[src/rtl/tcw_pkg.sv]
`timescale 1ns / 1ps
`default_nettype none

package tcw_pkg;

    // screen geometry
    localparam int COLUMNS    = 80;
    localparam int ROWS       = 25;
    localparam int CELL_COUNT = COLUMNS * ROWS;
    localparam int ADDR_W     = $clog2(CELL_COUNT);

    // field widths
    localparam int FUNC_W   = 2;
    localparam int CHAR_W   = 8;
    localparam int COLOUR_W = 4;
    localparam int ATTR_W   = 2 * COLOUR_W;
    localparam int CELL_W   = ATTR_W + CHAR_W;
    localparam int COL_W    = 7;
    localparam int ROW_W    = 5;
    localparam int LIN_W    = 11;
    localparam int ADDR_IN_W = 11;

    // tab stops
    localparam int TAB_STEP = 4;
    localparam int TAB_W    = $clog2(TAB_STEP);

    // character codes with special handling
    localparam logic [CHAR_W-1:0] CH_BLANK     = 8'h20;
    localparam logic [CHAR_W-1:0] CH_TAB       = 8'h09;
    localparam logic [CHAR_W-1:0] CH_BACKSPACE = 8'h08;
    localparam logic [CHAR_W-1:0] CH_NEWLINE   = 8'h0A;
    localparam logic [CHAR_W-1:0] CH_RETURN    = 8'h0D;

    // register reset values
    localparam logic [COLOUR_W-1:0] RESET_FG = 4'hF;
    localparam logic [COLOUR_W-1:0] RESET_BG = 4'h0;

    // configuration port
    localparam int PADDR_W    = 3;
    localparam int PDATA_W    = 32;
    localparam int REG_IDX_LSB = 2;

    typedef enum logic {
        REG_DEFAULT_FG = 1'b0,
        REG_BACKGROUND = 1'b1
    } reg_idx_t;

    typedef enum logic [FUNC_W-1:0] {
        FUNC_PUT   = 2'd0,
        FUNC_READ  = 2'd1,
        FUNC_EOS   = 2'd2,
        FUNC_CLEAR = 2'd3
    } func_t;

    typedef enum logic [2:0] {
        OP_CHAR      = 3'd0,
        OP_NEWLINE   = 3'd1,
        OP_RETURN    = 3'd2,
        OP_TAB       = 3'd3,
        OP_BACKSPACE = 3'd4,
        OP_READ      = 3'd5,
        OP_EOS       = 3'd6,
        OP_CLEAR     = 3'd7
    } op_t;

    // classified command passed from front to back
    typedef struct packed {
        op_t               op;
        logic [CHAR_W-1:0] ch;
        logic [ATTR_W-1:0] attr;
        logic [ADDR_W-1:0] addr;
        logic              addr_ok;
    } cmd_t;

    // command queue
    localparam int QUEUE_DEPTH = 2;
    localparam int QPTR_W      = $clog2(QUEUE_DEPTH);

    typedef struct packed {
        logic full;
        logic empty;
    } q_status_t;

endpackage

`default_nettype wire

[src/rtl/tcw_front.sv]
`timescale 1ns / 1ps
`default_nettype none

module tcw_front
    import tcw_pkg::*;
(
    input  wire logic                 aclk,
    input  wire logic                 aresetn,
    // configuration port
    input  wire logic                 psel,
    input  wire logic                 penable,
    input  wire logic                 pwrite,
    input  wire logic [PADDR_W-1:0]   paddr,
    input  wire logic [PDATA_W-1:0]   pwdata,
    output logic      [PDATA_W-1:0]   prdata,
    output logic                      pready,
    // input channel
    input  wire logic                 s_valid,
    output logic                      s_ready,
    input  wire logic [FUNC_W-1:0]    s_func,
    input  wire logic [CHAR_W-1:0]    s_char_code,
    input  wire logic [COLOUR_W-1:0]  s_fore_colour,
    input  wire logic [ADDR_IN_W-1:0] s_cell_address,
    // queue side
    input  wire q_status_t            q_stat,
    input  wire logic                 init_busy,
    output logic                      push,
    output cmd_t                      push_cmd
);

    logic [COLOUR_W-1:0] fg_reg;
    logic [COLOUR_W-1:0] bg_reg;
    reg_idx_t            reg_idx;
    logic                cfg_write;
    logic [COLOUR_W-1:0] fg_sel;

    assign reg_idx   = reg_idx_t'(paddr[REG_IDX_LSB]);
    assign cfg_write = psel && penable && pwrite && pready;
    assign pready    = 1'b1;

    // configuration registers
    always_ff @(posedge aclk) begin
        if (!aresetn) begin
            fg_reg <= RESET_FG;
            bg_reg <= RESET_BG;
        end else if (cfg_write) begin
            case (reg_idx)
                REG_DEFAULT_FG: fg_reg <= pwdata[COLOUR_W-1:0];
                REG_BACKGROUND: bg_reg <= pwdata[COLOUR_W-1:0];
                default: ;
            endcase
        end
    end

    // register read back
    always_comb begin
        case (reg_idx)
            REG_DEFAULT_FG: prdata = PDATA_W'(fg_reg);
            REG_BACKGROUND: prdata = PDATA_W'(bg_reg);
            default:        prdata = '0;
        endcase
    end

    // transaction acceptance
    assign s_ready = !q_stat.full && !init_busy;
    assign push    = s_valid && s_ready;

    // classify the item
    assign fg_sel = (s_fore_colour != '0) ? s_fore_colour : fg_reg;

    always_comb begin
        push_cmd.ch      = s_char_code;
        push_cmd.attr    = {bg_reg, fg_sel};
        push_cmd.addr_ok = (s_cell_address < ADDR_IN_W'(CELL_COUNT));
        push_cmd.addr    = push_cmd.addr_ok ? ADDR_W'(s_cell_address) : '0;
        case (func_t'(s_func))
            FUNC_PUT: begin
                case (s_char_code)
                    CH_NEWLINE:   push_cmd.op = OP_NEWLINE;
                    CH_RETURN:    push_cmd.op = OP_RETURN;
                    CH_TAB:       push_cmd.op = OP_TAB;
                    CH_BACKSPACE: push_cmd.op = OP_BACKSPACE;
                    default:      push_cmd.op = OP_CHAR;
                endcase
            end
            FUNC_READ: push_cmd.op = OP_READ;
            FUNC_EOS:  push_cmd.op = OP_EOS;
            FUNC_CLEAR: begin
                push_cmd.op   = OP_CLEAR;
                push_cmd.attr = {bg_reg, fg_reg};
            end
            default: push_cmd.op = OP_CLEAR;
        endcase
    end

endmodule

`default_nettype wire

[config.mk]
export PLATFORM = sky130hd
export DESIGN_NAME = tcw_front
export DESIGN_NICKNAME = d
export VERILOG_FILES = /design/src/rtl/tcw_pkg.sv /design/src/rtl/tcw_front.sv
export SDC_FILE = /design/constraint.sdc
export NUM_CORES = 1
export LEC_CHECK = 0
export BUFFER_PORTS_ARGS = -buffer_cell sky130_fd_sc_hd__clkbuf_2
export CAP_MARGIN = 20
export CORE_ASPECT_RATIO = 1.1
export CORE_MARGIN = 3
export CORE_UTILIZATION = 31
export CTS_CLUSTER_SIZE = 8
export DETAILED_ROUTE_END_ITERATION = 12
export GPL_ROUTABILITY_DRIVEN = 0
export PLACE_DENSITY = 0.86
export SYNTH_ARGS = -nofsm -noshare
export SYNTH_HDL_FRONTEND = slang
export SYNTH_SLANG_ARGS = --single-unit
[constraint.sdc]
create_clock -name aclk -period 2.3 [get_ports aclk]
set_clock_uncertainty 0.15 [all_clocks]
set_input_delay 0.23 -clock aclk [delete_from_list [all_inputs] [get_ports aclk]]
set_output_delay 0.23 -clock aclk [all_outputs]
set_load 0.1 [all_outputs]
==> flow_metrics.tcl <==
set metrics [dict create \
    critPathLaunchType "input port" \
    cap_violations 0 \
    synth_cell_types 23 \
    synth_common_cells "37 x buf_4, 11 x nor2b_1, 10 x nand2_1" \
    ant_nets 0 \
    synth-async-reset-ratio_pct 0 \
    tns_ns 0 \
    synth-seq-cells 8 \
    holdPathStages 3 \
    final_layout_size_suffix_gt1_share_pct 54.86 \
    setup_viol 0 \
    syn_avg_cell_area_um2 7.905 \
    fin_crit_sh_pct 89.49 \
    synth_seq_area_share_pct 18.42 \
    hold_start "pwdata[3]" \
    vdd_ir_drop_max_mv 0.4780 \
    hold_path.class "input port to register" \
    min_to "fg_reg[3]" \
    grt_pass1_vias 848 \
    area_growth_syn_to_layout_pct 35.40 \
    rsz0062_at_grt "no" \
    die_h_um 61.55 \
    clock_latency_ns 0.25 \
    drt-total-wl_um 2279 \
    r2r_cells 2 \
    netlist_instances 110 \
    min_period_ns 2.058 \
    reg2reg_from "fg_reg[0]" \
    yosysTopAreaCellShare_pct 31.94 \
    syn_area_um2 869.6 \
    wl_per_cell_um 11.06 \
    p_leak_nw 0.6785 \
    post-route-util_pct 45.44 \
    yosys_warnings 0 \
    tightest_slew_ns 0.9740 \
    synth.area.top_cells "buf_4 32%, dfxtp_1 18%, nor2b_1 7.9%" \
    nNetsFinal 246 \
    cts_tree "built" \
    cts_hold_buf 0 \
    rrSetupSlack_ns 1.50 \
    root_buffer "clkbuf_4" \
    hold_slack_ns 0.06177 \
    rows 19 \
    synth_edf_count 0 \
    start_util_pct 33.56 \
    io_pins 135 \
    yosys_most_used_dff "dfxtp_1" \
    path_cells "clkbuf_2 > nand4_1 > nor2_1 > nor2b_1 > clkbuf_2" \
    crit_start "s_cell_address[10]" \
    drt_iter0_markers 38 \
    ctsResizeCount 0 \
    slowest_delay_ns 0.76 \
    reg2reg_to "fg_reg[0]" \
    via_per_inst 4.417 \
    post_cts_buffers 0 \
    grt-ovfl-total 0 \
    detailroute.via_count 910 \
    port_buffers 74 \
    grt_pass1_wl_um 3553 \
    path_clk_slew_ns 0.06 \
    cp_max_fo 12 \
    cp_slowest_cell "nor2_1" \
    antenna_cells 0 \
    end_kind "output pin" \
    place_hpwl_um 2105 \
    hold_violations 0 \
    drv_slew 0 \
    arrival_ns 1.68 \
    design_area_mm2 0.001177 \
    dp_slack_ns 0.2113 \
    setup_ws_ns 0.2417 \
    drc_errors 0 \
    post_dp_cell_area_mm2 0.001155 \
    critPathKind "input port to output pin" \
    core_mm2 0.002591 \
    outcome "complete, no violations" \
    grt_max_degree 13 \
    numCtsBuffers 3 \
    fp.dieW_um 56.50 \
    clockBufferDepth 2 \
    antenna_found_initial 0 \
    cts_sinks 8 \
    cp.required_ns 1.92 \
    max-slew-margin-rel_pct 34.83 \
    dieArea_mm2 0.003478 \
    synth_most_common_cell "buf_4" \
    htreeDepth 1 \
    cpMostUsedCell "clkbuf_2" \
    timing.fmax_mhz 485.8 \
    dr.pass1.iters 4 \
    p_per_area_mw_per_mm2 732.9 \
    synth_area_leader_cell "buf_4" \
    grt_usage_pct 12.75 \
]
[critical path, delay by kind of cell]
family	cells	cell delay, ns
AND/OR/NAND/NOR	3	0.94
buffers and inverters	2	0.50
[layer usage]
metal  GRT usage, %  wire length [um]  share of wire, %  vias up
met4          5.085                17              0.75        0
met5              0                 0                 0        -
met2          25.25              1153                51       72
met1          11.83               709                31      390
met3          5.031               399                18        2
li1               -                 -                 -      446
[worst max path at each step]
stage / to / cells past startpoint
after detailed placement: push_cmd[1] / 5
final: push_cmd[1] / 5
after floorplan: push_cmd[30] / 3
after CTS: push_cmd[1] / 5
after global placement: push_cmd[9] / 5
after global routing: push_cmd[0] / 5
[stage by stage]
step                      std cells  power [mW]
after global routing            206      0.8882
after floorplan                 137      0.7188
after detailed placement        203      0.7589
final                           206      0.8630
after CTS                       206      0.8667
after global placement          203      0.7556
[power by group]
part | switching [mW] | total (mW) | internal (mW)
logic | 0.534 | 0.611 | 0.0770
clock network | 0.0479 | 0.108 | 0.0597
registers | 0.00233 | 0.144 | 0.142
total | 0.584 | 0.863 | 0.278
[kinds of logic after synthesis]
| logic type | share of synthesized area, % |
|---|---|
| DFF | 18.42 |
| xor gates and xnor gates | 1.007 |
| AOI/OAI and AO/OA | 14.53 |
| muxes | 9.784 |
| other | 0.8636 |
| and+or+nand+nor | 21.58 |
| buffers and inverters | 33.81 |
[placed cells by master, fill, tap and decap left out, types with 3 or more instances in the layout]
master / n
nand3_1: 4
nor2_1: 3
nand2_1: 10
o31ai_1: 4
mux2i_1: 4
o21ai_0: 5
dfxtp_1: 8
mux2_2: 4
conb_1: 29
nor2b_2: 9
clkbuf_2: 72
clkbuf_4: 3
a22o_1: 4
[cell type report]
class | instances | area (um^2)
multi-input combinational | 88 | 560.5
fill | 274 | 1414
tap | 31 | 38.79
inverter | 2 | 7.507
sequential | 8 | 160.2
clock buffer | 3 | 22.52
timing repair buffer | 74 | 387.9
(Power assumes the default switching activity.)
