[config.mk]
export PLATFORM = sky130hd
export DESIGN_NAME = tcw_queue
export DESIGN_NICKNAME = d
export VERILOG_FILES = /design/src/rtl/tcw_pkg.sv /design/src/rtl/tcw_queue.sv
export SDC_FILE = /design/constraint.sdc
export NUM_CORES = 1
export LEC_CHECK = 0
export ABC_AREA = 1
export CORE_UTILIZATION = 45
export CTS_BUF_LIST = sky130_fd_sc_hd__clkbuf_4 sky130_fd_sc_hd__clkbuf_8
export CTS_CLUSTER_SIZE = 30
export DETAILED_ROUTE_END_ITERATION = 6
export DONT_BUFFER_PORTS = 1
export GPL_TIMING_DRIVEN = 0
export SETUP_SLACK_MARGIN = 0.05
export SLEW_MARGIN = 20
export SYNTH_ARGS = -nofsm -noshare
export SYNTH_HDL_FRONTEND = slang
export SYNTH_SLANG_ARGS = --single-unit
export TNS_END_PERCENT = 5
[constraint.sdc]
create_clock -name aclk -period 2.3 [get_ports aclk]
set_clock_uncertainty 0.15 [all_clocks]
set_input_delay 0.46 -clock aclk [delete_from_list [all_inputs] [get_ports aclk]]
set_output_delay 0.46 -clock aclk [all_outputs]
set_load 0.01 [all_outputs]
[src/rtl/tcw_pkg.sv]
`timescale 1ns / 1ps
`default_nettype none

package tcw_pkg;

    // screen geometry
    localparam int COLUMNS    = 80;
    localparam int ROWS       = 25;
    localparam int CELL_COUNT = COLUMNS * ROWS;
    localparam int ADDR_W     = $clog2(CELL_COUNT);

    // field widths
    localparam int FUNC_W   = 2;
    localparam int CHAR_W   = 8;
    localparam int COLOUR_W = 4;
    localparam int ATTR_W   = 2 * COLOUR_W;
    localparam int CELL_W   = ATTR_W + CHAR_W;
    localparam int COL_W    = 7;
    localparam int ROW_W    = 5;
    localparam int LIN_W    = 11;
    localparam int ADDR_IN_W = 11;

    // tab stops
    localparam int TAB_STEP = 4;
    localparam int TAB_W    = $clog2(TAB_STEP);

    // character codes with special handling
    localparam logic [CHAR_W-1:0] CH_BLANK     = 8'h20;
    localparam logic [CHAR_W-1:0] CH_TAB       = 8'h09;
    localparam logic [CHAR_W-1:0] CH_BACKSPACE = 8'h08;
    localparam logic [CHAR_W-1:0] CH_NEWLINE   = 8'h0A;
    localparam logic [CHAR_W-1:0] CH_RETURN    = 8'h0D;

    // register reset values
    localparam logic [COLOUR_W-1:0] RESET_FG = 4'hF;
    localparam logic [COLOUR_W-1:0] RESET_BG = 4'h0;

    // configuration port
    localparam int PADDR_W    = 3;
    localparam int PDATA_W    = 32;
    localparam int REG_IDX_LSB = 2;

    typedef enum logic {
        REG_DEFAULT_FG = 1'b0,
        REG_BACKGROUND = 1'b1
    } reg_idx_t;

    typedef enum logic [FUNC_W-1:0] {
        FUNC_PUT   = 2'd0,
        FUNC_READ  = 2'd1,
        FUNC_EOS   = 2'd2,
        FUNC_CLEAR = 2'd3
    } func_t;

    typedef enum logic [2:0] {
        OP_CHAR      = 3'd0,
        OP_NEWLINE   = 3'd1,
        OP_RETURN    = 3'd2,
        OP_TAB       = 3'd3,
        OP_BACKSPACE = 3'd4,
        OP_READ      = 3'd5,
        OP_EOS       = 3'd6,
        OP_CLEAR     = 3'd7
    } op_t;

    // classified command passed from front to back
    typedef struct packed {
        op_t               op;
        logic [CHAR_W-1:0] ch;
        logic [ATTR_W-1:0] attr;
        logic [ADDR_W-1:0] addr;
        logic              addr_ok;
    } cmd_t;

    // command queue
    localparam int QUEUE_DEPTH = 2;
    localparam int QPTR_W      = $clog2(QUEUE_DEPTH);

    typedef struct packed {
        logic full;
        logic empty;
    } q_status_t;

endpackage

`default_nettype wire

[src/rtl/tcw_queue.sv]
`timescale 1ns / 1ps
`default_nettype none

module tcw_queue
    import tcw_pkg::*;
(
    input  wire logic      aclk,
    input  wire logic      aresetn,
    input  wire logic      push,
    input  wire cmd_t      push_cmd,
    input  wire logic      pop,
    output cmd_t           pop_cmd,
    output q_status_t      q_stat
);

    cmd_t              entries_reg [QUEUE_DEPTH];
    logic [QPTR_W-1:0] wr_ptr_reg;
    logic [QPTR_W-1:0] rd_ptr_reg;
    logic [QPTR_W:0]   count_reg;

    localparam logic [QPTR_W-1:0] LAST_PTR = QPTR_W'(QUEUE_DEPTH - 1);

    assign q_stat.full  = (count_reg == (QPTR_W+1)'(QUEUE_DEPTH));
    assign q_stat.empty = (count_reg == '0);
    assign pop_cmd      = entries_reg[rd_ptr_reg];

    // pointers and fill level
    always_ff @(posedge aclk) begin
        if (!aresetn) begin
            wr_ptr_reg <= '0;
            rd_ptr_reg <= '0;
            count_reg  <= '0;
        end else begin
            if (push) begin
                wr_ptr_reg <= (wr_ptr_reg == LAST_PTR) ? '0 : wr_ptr_reg + 1'b1;
            end
            if (pop) begin
                rd_ptr_reg <= (rd_ptr_reg == LAST_PTR) ? '0 : rd_ptr_reg + 1'b1;
            end
            case ({push, pop})
                2'b10:   count_reg <= count_reg + 1'b1;
                2'b01:   count_reg <= count_reg - 1'b1;
                default: ;
            endcase
        end
    end

    // entry storage
    always_ff @(posedge aclk) begin
        if (push) begin
            entries_reg[wr_ptr_reg] <= push_cmd;
        end
    end

endmodule

`default_nettype wire

==> results of run 1 <==
[cell type report]
| cell class | instances | area, um2 | share of cell area |
|---|---|---|---|
| buffer | 3 | 33.8 | 0.0120 |
| clock buffer | 14 | 180 | 0.0641 |
| clock inverter | 2 | 35.0 | 0.0125 |
| inverter | 6 | 22.5 | 0.00802 |
| multi-input combinational | 55 | 460 | 0.164 |
| sequential | 67 | 1960 | 0.698 |
| tap | 70 | 87.6 | 0.0312 |
| timing repair buffer | 1 | 27.5 | 0.00980 |
[logic make-up after synthesis]
logic type                 Yosys count  synth area share
DFF                                 67             0.794
muxes                               31             0.141
and+or+nand+nor                     21            0.0329
buffers and inverters                9            0.0228
AOI/OAI and AO/OA                    2           0.00405
adders and majority gates            1           0.00506
[power breakdown]
group          leakage (nW)  internal [mW]  switching (mW)  total, mW
Combinational         0.231         0.0751           0.107      0.182
Sequential            0.624           1.41          0.0206       1.43
Clock                 0.114          0.612           0.375      0.988
[Yosys cell counts]
library cell	count	area, um2
nand4_1	1	6.26
nand2_1	8	30.0
dfxtp_1	5	100
buf_6	3	33.8
mux2_2	31	349
inv_1	6	22.5
ha_1	1	12.5
nor2_1	12	45.0
o21ai_0	1	5.00
a21oi_1	1	5.00
edfxtp_1	62	1860
[metrics by stage]
step | instances | worst slack [ns] | hold slack [ns]
4_1_cts | 218 | 0.336 | 0.0619
6_report | 218 | 0.375 | 0.0846
3_3_place_gp | 201 | 0.0648 | 0.331
3_5_place_dp | 202 | 0.676 | 0.350
5_1_grt | 218 | 0.292 | 0.0547
2_1_floorplan | 131 | 0.434 | 0.313
[how the worst max path moves through the flow]
stage              from                          end  slack (ns)  depth (start not counted)
2_1_floorplan      push  entries_reg[0][0]$_DFFE_PP_        0.43                          2
3_3_place_gp       push  entries_reg[0][1]$_DFFE_PP_        0.06                          2
3_5_place_dp       push  entries_reg[0][1]$_DFFE_PP_        0.68                          3
4_1_cts        register                  pop_cmd[18]        0.34                          2
5_1_grt        register                  pop_cmd[18]        0.29                          2
6_report       register                  pop_cmd[18]        0.37                          2
[metal layers]
layer  global-route usage  share of wire  vias up
li1                     -              -      509
met1                0.131           0.36      526
met2                0.235           0.53       47
met3               0.0695           0.10        5
met4               0.0750         0.0073        0
met5                    0              0        -
==> impl_metrics.env, run 1 <==
export IMPL_chipWidth_um=76.1
export IMPL_insertion_delay_ns=0.31
export IMPL_tritoncts="built"
export IMPL_max_slew_margin=0.560
export IMPL_setup_tns_ns=0
export IMPL_routed_wl_um=3570
export IMPL_worstPathCellList="buf_6 -> mux2_2"
export IMPL_endpoint_kind="output pin"
export IMPL_synth_seq_cells=67
export IMPL_worstRegToRegCells=2
export IMPL_grt_max_degree=32
export IMPL_ctsResizeCount=0
export IMPL_yosys_warnings=0
export IMPL_grt_overflow_total=0
export IMPL_clock_fmax_mhz=519
export IMPL_timing_rr_start="wr_ptr_reg$_SDFFE_PN0P_"
export IMPL_seq_area_frac_synth=0.794
export IMPL_crit_family="flip-flops"
export IMPL_syn_inst=131
export IMPL_root_buffer="clkbuf_8"
export IMPL_drive_above_1_share=0.358
export IMPL_syn_area_mm2=0.00247
export IMPL_power_density_mw_per_mm2=924
export IMPL_total_power_mw=2.60
export IMPL_coreArea_mm2=0.00520
export IMPL_grt_pass1_vias=1217
export IMPL_area_growth_syn_to_layout_pct=13.7
export IMPL_criticalPathCategory="register to output pin"
export IMPL_htree_num_levels=3
export IMPL_vias=1087
export IMPL_critPathRequiredTime_ns=1.69
export IMPL_num_rows=26
export IMPL_initialDrtViolationCount=16
export IMPL_p_leak_nw=0.968
export IMPL_grt_total_usage=0.136
export IMPL_slew_violations=0
export IMPL_postCtsSetupRepairBufs=0
export IMPL_rsz0062_at_grt="false"
export IMPL_hold_end="entries_reg[1][6]$_DFFE_PP_"
export IMPL_cp_arrival_ns=1.32
export IMPL_setup_viol=0
export IMPL_cp_max_fo=10
export IMPL_route_antenna_remaining_nets=0
export IMPL_path_clk_slew_ns=0.07
export IMPL_cts_path_max_buffers=2
export IMPL_hold_path_class="input port to register"
export IMPL_synth_nets=167
export IMPL_hold_depth=0
export IMPL_crit_slowest_cell="dfxtp_1"
export IMPL_layout_commonest_cell="edfxtp_1"
export IMPL_dp_hpwl_um=2480
export IMPL_design_area_mm2=0.00281
export IMPL_r2r_end="entries_reg[1][14]$_DFFE_PP_"
export IMPL_holdCritStartpoint="push_cmd[6]"
export IMPL_viasPerCell=4.99
export IMPL_final_core_util=0.540
export IMPL_port_buffers=0
export IMPL_outcome="finished clean"
export IMPL_die_h_um=76.1
export IMPL_cap_violations=0
export IMPL_diodes=0
export IMPL_gp_congestion=0.644
export IMPL_ctsHoldBuffers=0
export IMPL_reg2reg_slack_ns=0.77
export IMPL_finalCritPeriodShare=0.837
export IMPL_path_buf_inv=1
export IMPL_hold_viol_final=0
export IMPL_drcViolationCount=0
export IMPL_initial_core_util=0.475
export IMPL_num_fill_cells=419
export IMPL_worstMarginPinSlew_ns=0.660
export IMPL_nNetsFinal=179
export IMPL_avgSynthCellArea_um2=18.9
export IMPL_largest_reg_flops=62
export IMPL_grt_antenna_before_repair=0
export IMPL_grt_pass1_wl_um=5720
export IMPL_placed_area_mm2=0.00259
export IMPL_die_area_mm2=0.00579
export IMPL_vdd_drop_max_mv=0.498
export IMPL_clock_sinks=67
export IMPL_max_stage_delay_ns=0.43
export IMPL_start_kind="register"
export IMPL_synth_cell_types=11
export IMPL_fin_crit_ns=1.93
export IMPL_layout_common_cells="edfxtp_1 (62), mux2_2 (31), clkbuf_8 (12), nor2_1 (11), nand2_1 (8)"
export IMPL_cts_buffers=9
export IMPL_io_pin_count=68
export IMPL_post_drt_wl_per_cell_um=16.4
export IMPL_firstDrtPassIters=4
Power figures use the tool's default switching activity.
==> run 2: changes to the inputs <==
==> constraint.sdc (replaced) <==
create_clock -name aclk -period 1.7 [get_ports aclk]
set_clock_uncertainty 0.15 [all_clocks]
set_input_delay 0.34 -clock aclk [delete_from_list [all_inputs] [get_ports aclk]]
set_output_delay 0.34 -clock aclk [all_outputs]
set_load 0.01 [all_outputs]
==> run 2 against run 1 <==
Cell count is 15% higher. Design area rose by 12%. Highest routed layer unchanged. Largest cell class unchanged. First-iteration DRC count grew 100%. Sequential power increased by 35%. Count of clock-buffer cells in the layout is 1 lower. Global-route usage is 1.1 points higher. Clock power grew 27%. Via count rose by 14%. Utilization is 6.4 points higher. Worst hold slack worse by 0.040 ns. The flow now finishes with violations (negative setup slack).
==> impl_metrics.env, run 2 (synthesis results as in run 1) <==
export IMPL_path_clk_slew_ns=0.06
export IMPL_clock_fmax_mhz=578
export IMPL_viasPerCell=4.92
export IMPL_die_area_mm2=0.00579
export IMPL_hold_viol_final=0
export IMPL_instances_no_fill=251
export IMPL_power_density_mw_per_mm2=1120
export IMPL_start_kind="register"
export IMPL_tritoncts="built"
export IMPL_grt_total_usage=0.147
export IMPL_timing_rr_start="wr_ptr_reg$_SDFFE_PN0P_"
export IMPL_r2r_end="entries_reg[0][24]$_DFFE_PP_"
export IMPL_placed_cells=201
export IMPL_clock_sinks=67
export IMPL_critPathRequiredTime_ns=1.21
export IMPL_hold_path_class="input port to register"
export IMPL_grt_overflow_total=0
export IMPL_max_slew_margin=0.399
export IMPL_largest_reg_flops=62
export IMPL_cts_path_max_buffers=2
export IMPL_outcome="finished, violations left"
export IMPL_finalCritPeriodShare=1.02
export IMPL_postCtsSetupRepairBufs=0
export IMPL_layout_common_cells="edfxtp_1 (62), dlygate4sd3_1 (34), mux2_2 (24), nor2_1 (11), clkbuf_8 (9)"
export IMPL_multi_input_area_um2=487
export IMPL_root_buffer="clkbuf_8"
export IMPL_coreArea_mm2=0.00520
export IMPL_ff_latch_area_mm2=0.00197
export IMPL_rsz0062_at_grt="true"
export IMPL_setup_ws_ns=-0.0313
export IMPL_initialDrtViolationCount=32
export IMPL_grt_pass1_wl_um=6110
export IMPL_cp_max_fo=10
export IMPL_area_growth_syn_to_layout_pct=27.1
export IMPL_vias=1236
export IMPL_slew_violations=0
export IMPL_io_pin_count=68
export IMPL_reg2reg_slack_ns=0.11
export IMPL_grt_antenna_before_repair=0
export IMPL_diodes=0
export IMPL_dp_hpwl_um=2350
export IMPL_initial_core_util=0.475
export IMPL_num_rows=26
export IMPL_layout_commonest_cell="edfxtp_1"
export IMPL_worstRegToRegCells=1
export IMPL_port_buffers=0
export IMPL_nNetsFinal=212
export IMPL_design_area_mm2=0.00314
export IMPL_post_drt_wl_per_cell_um=15.9
export IMPL_drive_above_1_share=0.293
export IMPL_grt_max_degree=32
export IMPL_hold_depth=3
export IMPL_cts_buffers=9
export IMPL_insertion_delay_ns=0.33
export IMPL_gp_congestion=0.636
export IMPL_p_leak_nw=1.12
export IMPL_cap_violations=0
export IMPL_fin_crit_ns=1.73
export IMPL_setup_tns_ns=-0.627
export IMPL_drcViolationCount=0
export IMPL_hold_end="rd_ptr_reg$_SDFFE_PN0P_"
export IMPL_firstDrtPassIters=4
export IMPL_num_fill_cells=400
export IMPL_chipWidth_um=76.1
export IMPL_violations="negative setup slack"
export IMPL_grt_pass1_vias=1342
export IMPL_holdCritStartpoint="pop"
export IMPL_setup_viol=23
export IMPL_cp_arrival_ns=1.24
export IMPL_placed_area_mm2=0.00257
export IMPL_die_h_um=76.1
export IMPL_criticalPathCategory="register to output pin"
export IMPL_route_antenna_remaining_nets=0
export IMPL_worstMarginPinSlew_ns=0.900
export IMPL_htree_num_levels=3
export IMPL_vdd_drop_max_mv=0.571
export IMPL_endpoint_kind="output pin"
export IMPL_routed_wl_um=3990
## run 2: area by class of cell
class	count	share of cell area
well taps	70	0.0279
clock buffers	13	0.0490
clock inverters	3	0.0123
flip-flops and latches	67	0.626
repair buffers	34	0.108
inverters	6	0.00717
multi-input cells	55	0.155
plain buffers	3	0.0143
## run 2: worst max path at each step
stage / startpoint / endpoint / slack [ns] / cells after the start
5_1_grt: register / pop_cmd[9] / -0.09 / 2
4_1_cts: register / pop_cmd[11] / -0.05 / 2
6_report: register / pop_cmd[9] / -0.03 / 2
2_1_floorplan: wr_ptr_reg$_SDFFE_PN0P_ / entries_reg[1][0]$_DFFE_PP_ / 0.09 / 2
3_3_place_gp: wr_ptr_reg$_SDFFE_PN0P_ / entries_reg[1][24]$_DFFE_PP_ / -0.21 / 2
3_5_place_dp: push / entries_reg[0][27]$_DFFE_PP_ / 0.01 / 2
## run 2: metrics by stage
step	worst slack, ns	hold WS [ns]	utilization	power [mW]
6_report	-0.0313	0.0443	0.604	3.51
5_1_grt	-0.0892	0.0473	0.604	3.62
4_1_cts	-0.0526	0.00665	0.603	3.54
3_5_place_dp	0.0105	0.289	0.493	2.21
3_3_place_gp	-0.212	0.289	0.493	2.19
2_1_floorplan	0.0928	0.289	-	2.16
## run 2: critical path, cell delays in order (launching register included)
cell     delay, ns
dfxtp_4       0.39
buf_8         0.15
mux2_2        0.38
## run 2: what timing repair did
item                                    4_1_cts  5_1_grt
endpoints found under the hold margin        66        0
resized for setup                            11        2
pin swaps                                     1        1
hold buffers                                 34        0
endpoints found under the setup margin       38       61
## run 2: report_power, final
| part | switching [mW] | internal (mW) | total, mW |
|---|---|---|---|
| combinational | 0.168 | 0.159 | 0.327 |
| sequential | 0.0295 | 1.90 | 1.93 |
| clock | 0.511 | 0.736 | 1.25 |
| total | 0.709 | 2.80 | 3.51 |
## run 2: layer usage
metal	track usage	wire length, um
met3	0.0527	263
met4	0.104	114
met2	0.259	2070
met5	0	0
met1	0.143	1540
==> run 3: changes to the inputs <==
--- a/config.mk
+++ b/config.mk
@@ -6,6 +6,7 @@
 export NUM_CORES = 1
 export LEC_CHECK = 0
 export ABC_AREA = 1
+export CORE_ASPECT_RATIO = 0.9
 export CORE_UTILIZATION = 45
 export CTS_BUF_LIST = sky130_fd_sc_hd__clkbuf_4 sky130_fd_sc_hd__clkbuf_8
 export CTS_CLUSTER_SIZE = 30
==> run 3 against run 2 <==
The run still ends with negative setup slack left. Largest power group unchanged. Worst hold slack worse by 0.027 ns. Sequential share of layout area increased by 0.38 points. Count of clock-buffer cells in the layout decreased by 1. Setup slack got worse by 0.0023 ns. Wire length up 2.1%. Die area about the same.
==> impl_metrics.env, run 3 (synthesis results as in run 1) <==
export IMPL_layout_common_cells="edfxtp_1 (62), dlygate4sd3_1 (33), mux2_2 (23), nor2_1 (11), clkbuf_8 (11)"
export IMPL_grt_max_degree=32
export IMPL_cp_max_fo=10
export IMPL_firstDrtPassIters=4
export IMPL_outcome="finished, violations left"
export IMPL_vias=1202
export IMPL_grt_total_usage=0.157
export IMPL_power_frac_comb=0.095
export IMPL_layout_commonest_cell="edfxtp_1"
export IMPL_insertion_delay_ns=0.32
export IMPL_rsz0062_at_grt="true"
export IMPL_p_leak_nw=1.11
export IMPL_power_frac_clock=0.341
export IMPL_grt_pass1_vias=1299
export IMPL_hold_path_class="input port to register"
export IMPL_die_area_mm2=0.00579
export IMPL_instances_no_fill=247
export IMPL_placed_cells=198
export IMPL_post_drt_wl_per_cell_um=16.5
export IMPL_nNetsFinal=211
export IMPL_viasPerCell=4.87
export IMPL_p_int_mw=2.68
export IMPL_htree_num_levels=3
export IMPL_diodes=0
export IMPL_worstMarginPinSlew_ns=0.900
export IMPL_grt_antenna_before_repair=0
export IMPL_p_sw_mw=0.747
export IMPL_hold_viol_final=0
export IMPL_chipWidth_um=80.1
export IMPL_cts_buffers=9
export IMPL_criticalPathCategory="register to output pin"
export IMPL_largest_reg_flops=62
export IMPL_postCtsSetupRepairBufs=0
export IMPL_endpoint_kind="output pin"
export IMPL_initial_core_util=0.470
export IMPL_dp_hpwl_um=2580
export IMPL_worstPathCellList="buf_8 -> mux2_2"
export IMPL_slew_violations=0
export IMPL_clock_fmax_mhz=577
export IMPL_max_stage_delay_ns=0.39
export IMPL_num_fill_cells=413
export IMPL_cts_path_max_buffers=2
export IMPL_cap_violations=0
export IMPL_num_rows=25
export IMPL_path_clk_slew_ns=0.06
export IMPL_setup_ws_ns=-0.0336
export IMPL_grt_overflow_total=0
export IMPL_gp_congestion=0.600
export IMPL_drive_above_1_share=0.300
export IMPL_io_pin_count=68
export IMPL_root_buffer="clkbuf_8"
export IMPL_crit_family="flip-flops"
export IMPL_path_buf_inv=1
export IMPL_grt_pass1_wl_um=6340
export IMPL_tritoncts="built"
export IMPL_die_h_um=72.3
export IMPL_start_kind="register"
export IMPL_setup_viol=22
export IMPL_finalCritPeriodShare=1.02
export IMPL_critPathRequiredTime_ns=1.21
export IMPL_max_slew_margin=0.398
export IMPL_route_antenna_remaining_nets=0
export IMPL_crit_slowest_cell="dfxtp_4"
export IMPL_pwr_share_seq=0.564
export IMPL_netSwitchingFraction=0.218
export IMPL_final_core_util=0.594
export IMPL_clock_sinks=67
export IMPL_power_density_mw_per_mm2=1100
export IMPL_violations="negative setup slack"
export IMPL_initialDrtViolationCount=34
export IMPL_drcViolationCount=0
export IMPL_cp_arrival_ns=1.24
export IMPL_routed_wl_um=4070
export IMPL_vdd_drop_max_mv=0.608
export IMPL_coreArea_mm2=0.00526
export IMPL_area_growth_syn_to_layout_pct=26.4
export IMPL_fin_crit_ns=1.73
export IMPL_port_buffers=0
run 3: cell type report:
type / instances / area (um2) / area share
plain buffers: 3 / 45.0 / 0.0144
multi-input cells: 55 / 490 / 0.157
clock buffers: 12 / 159 / 0.0509
clock inverters: 4 / 25.0 / 0.00801
inverters: 6 / 22.5 / 0.00721
well taps: 67 / 83.8 / 0.0268
flip-flops and latches: 67 / 1970 / 0.630
repair buffers: 33 / 330 / 0.106
run 3: power by group through the flow:
stage	Combinational [mW]	Sequential, mW	Clock (mW)
2_1_floorplan	0.201	1.96	0
3_3_place_gp	0.233	1.96	0
3_5_place_dp	0.241	1.97	0
4_1_cts	0.324	1.93	1.21
5_1_grt	0.351	1.94	1.26
6_report	0.326	1.93	1.17
run 3: metal layers:
| layer | GRT usage | part of all wire |
|---|---|---|
| met3 | 0.0377 | 0.043 |
| met2 | 0.272 | 0.54 |
| met5 | 0 | 0 |
| met4 | 0.105 | 0.028 |
| met1 | 0.173 | 0.39 |
run 3: path summary, 6_finish.rpt:
path                            from                     endpoint  slack, ns  cells past startpoint
max                         register                   pop_cmd[7]      -0.03                      2
min                          aresetn                     register       0.02                      2
max reg2reg  wr_ptr_reg$_SDFFE_PN0P_  entries_reg[0][4]$_DFFE_PP_       0.14                      1
min reg2reg  rd_ptr_reg$_SDFFE_PN0P_                     register       0.40                      2
run 3: per-stage QoR:
stage | setup TNS, ns | total power [mW] | cell area (um2) | hold slack (ns) | setup slack (ns)
after floorplan | 0 | 2.16 | 2480 | 0.289 | 0.0928
after global placement | -6.23 | 2.19 | 2560 | 0.289 | -0.202
after detailed placement | 0 | 2.21 | 2560 | 0.289 | 0.0135
after CTS | -1.30 | 3.46 | 3100 | 0.00111 | -0.0524
after global routing | -1.76 | 3.56 | 3120 | 0.0183 | -0.0765
final | -0.546 | 3.43 | 3120 | 0.0172 | -0.0336
run 3: repair_timing:
action                                  CTS  global route
hold buffers                             33             0
endpoints found under the hold margin    65             0
endpoints found under the setup margin   31            61
cloned                                    0             0
resized for setup                         8             6
pin swaps                                 0             1
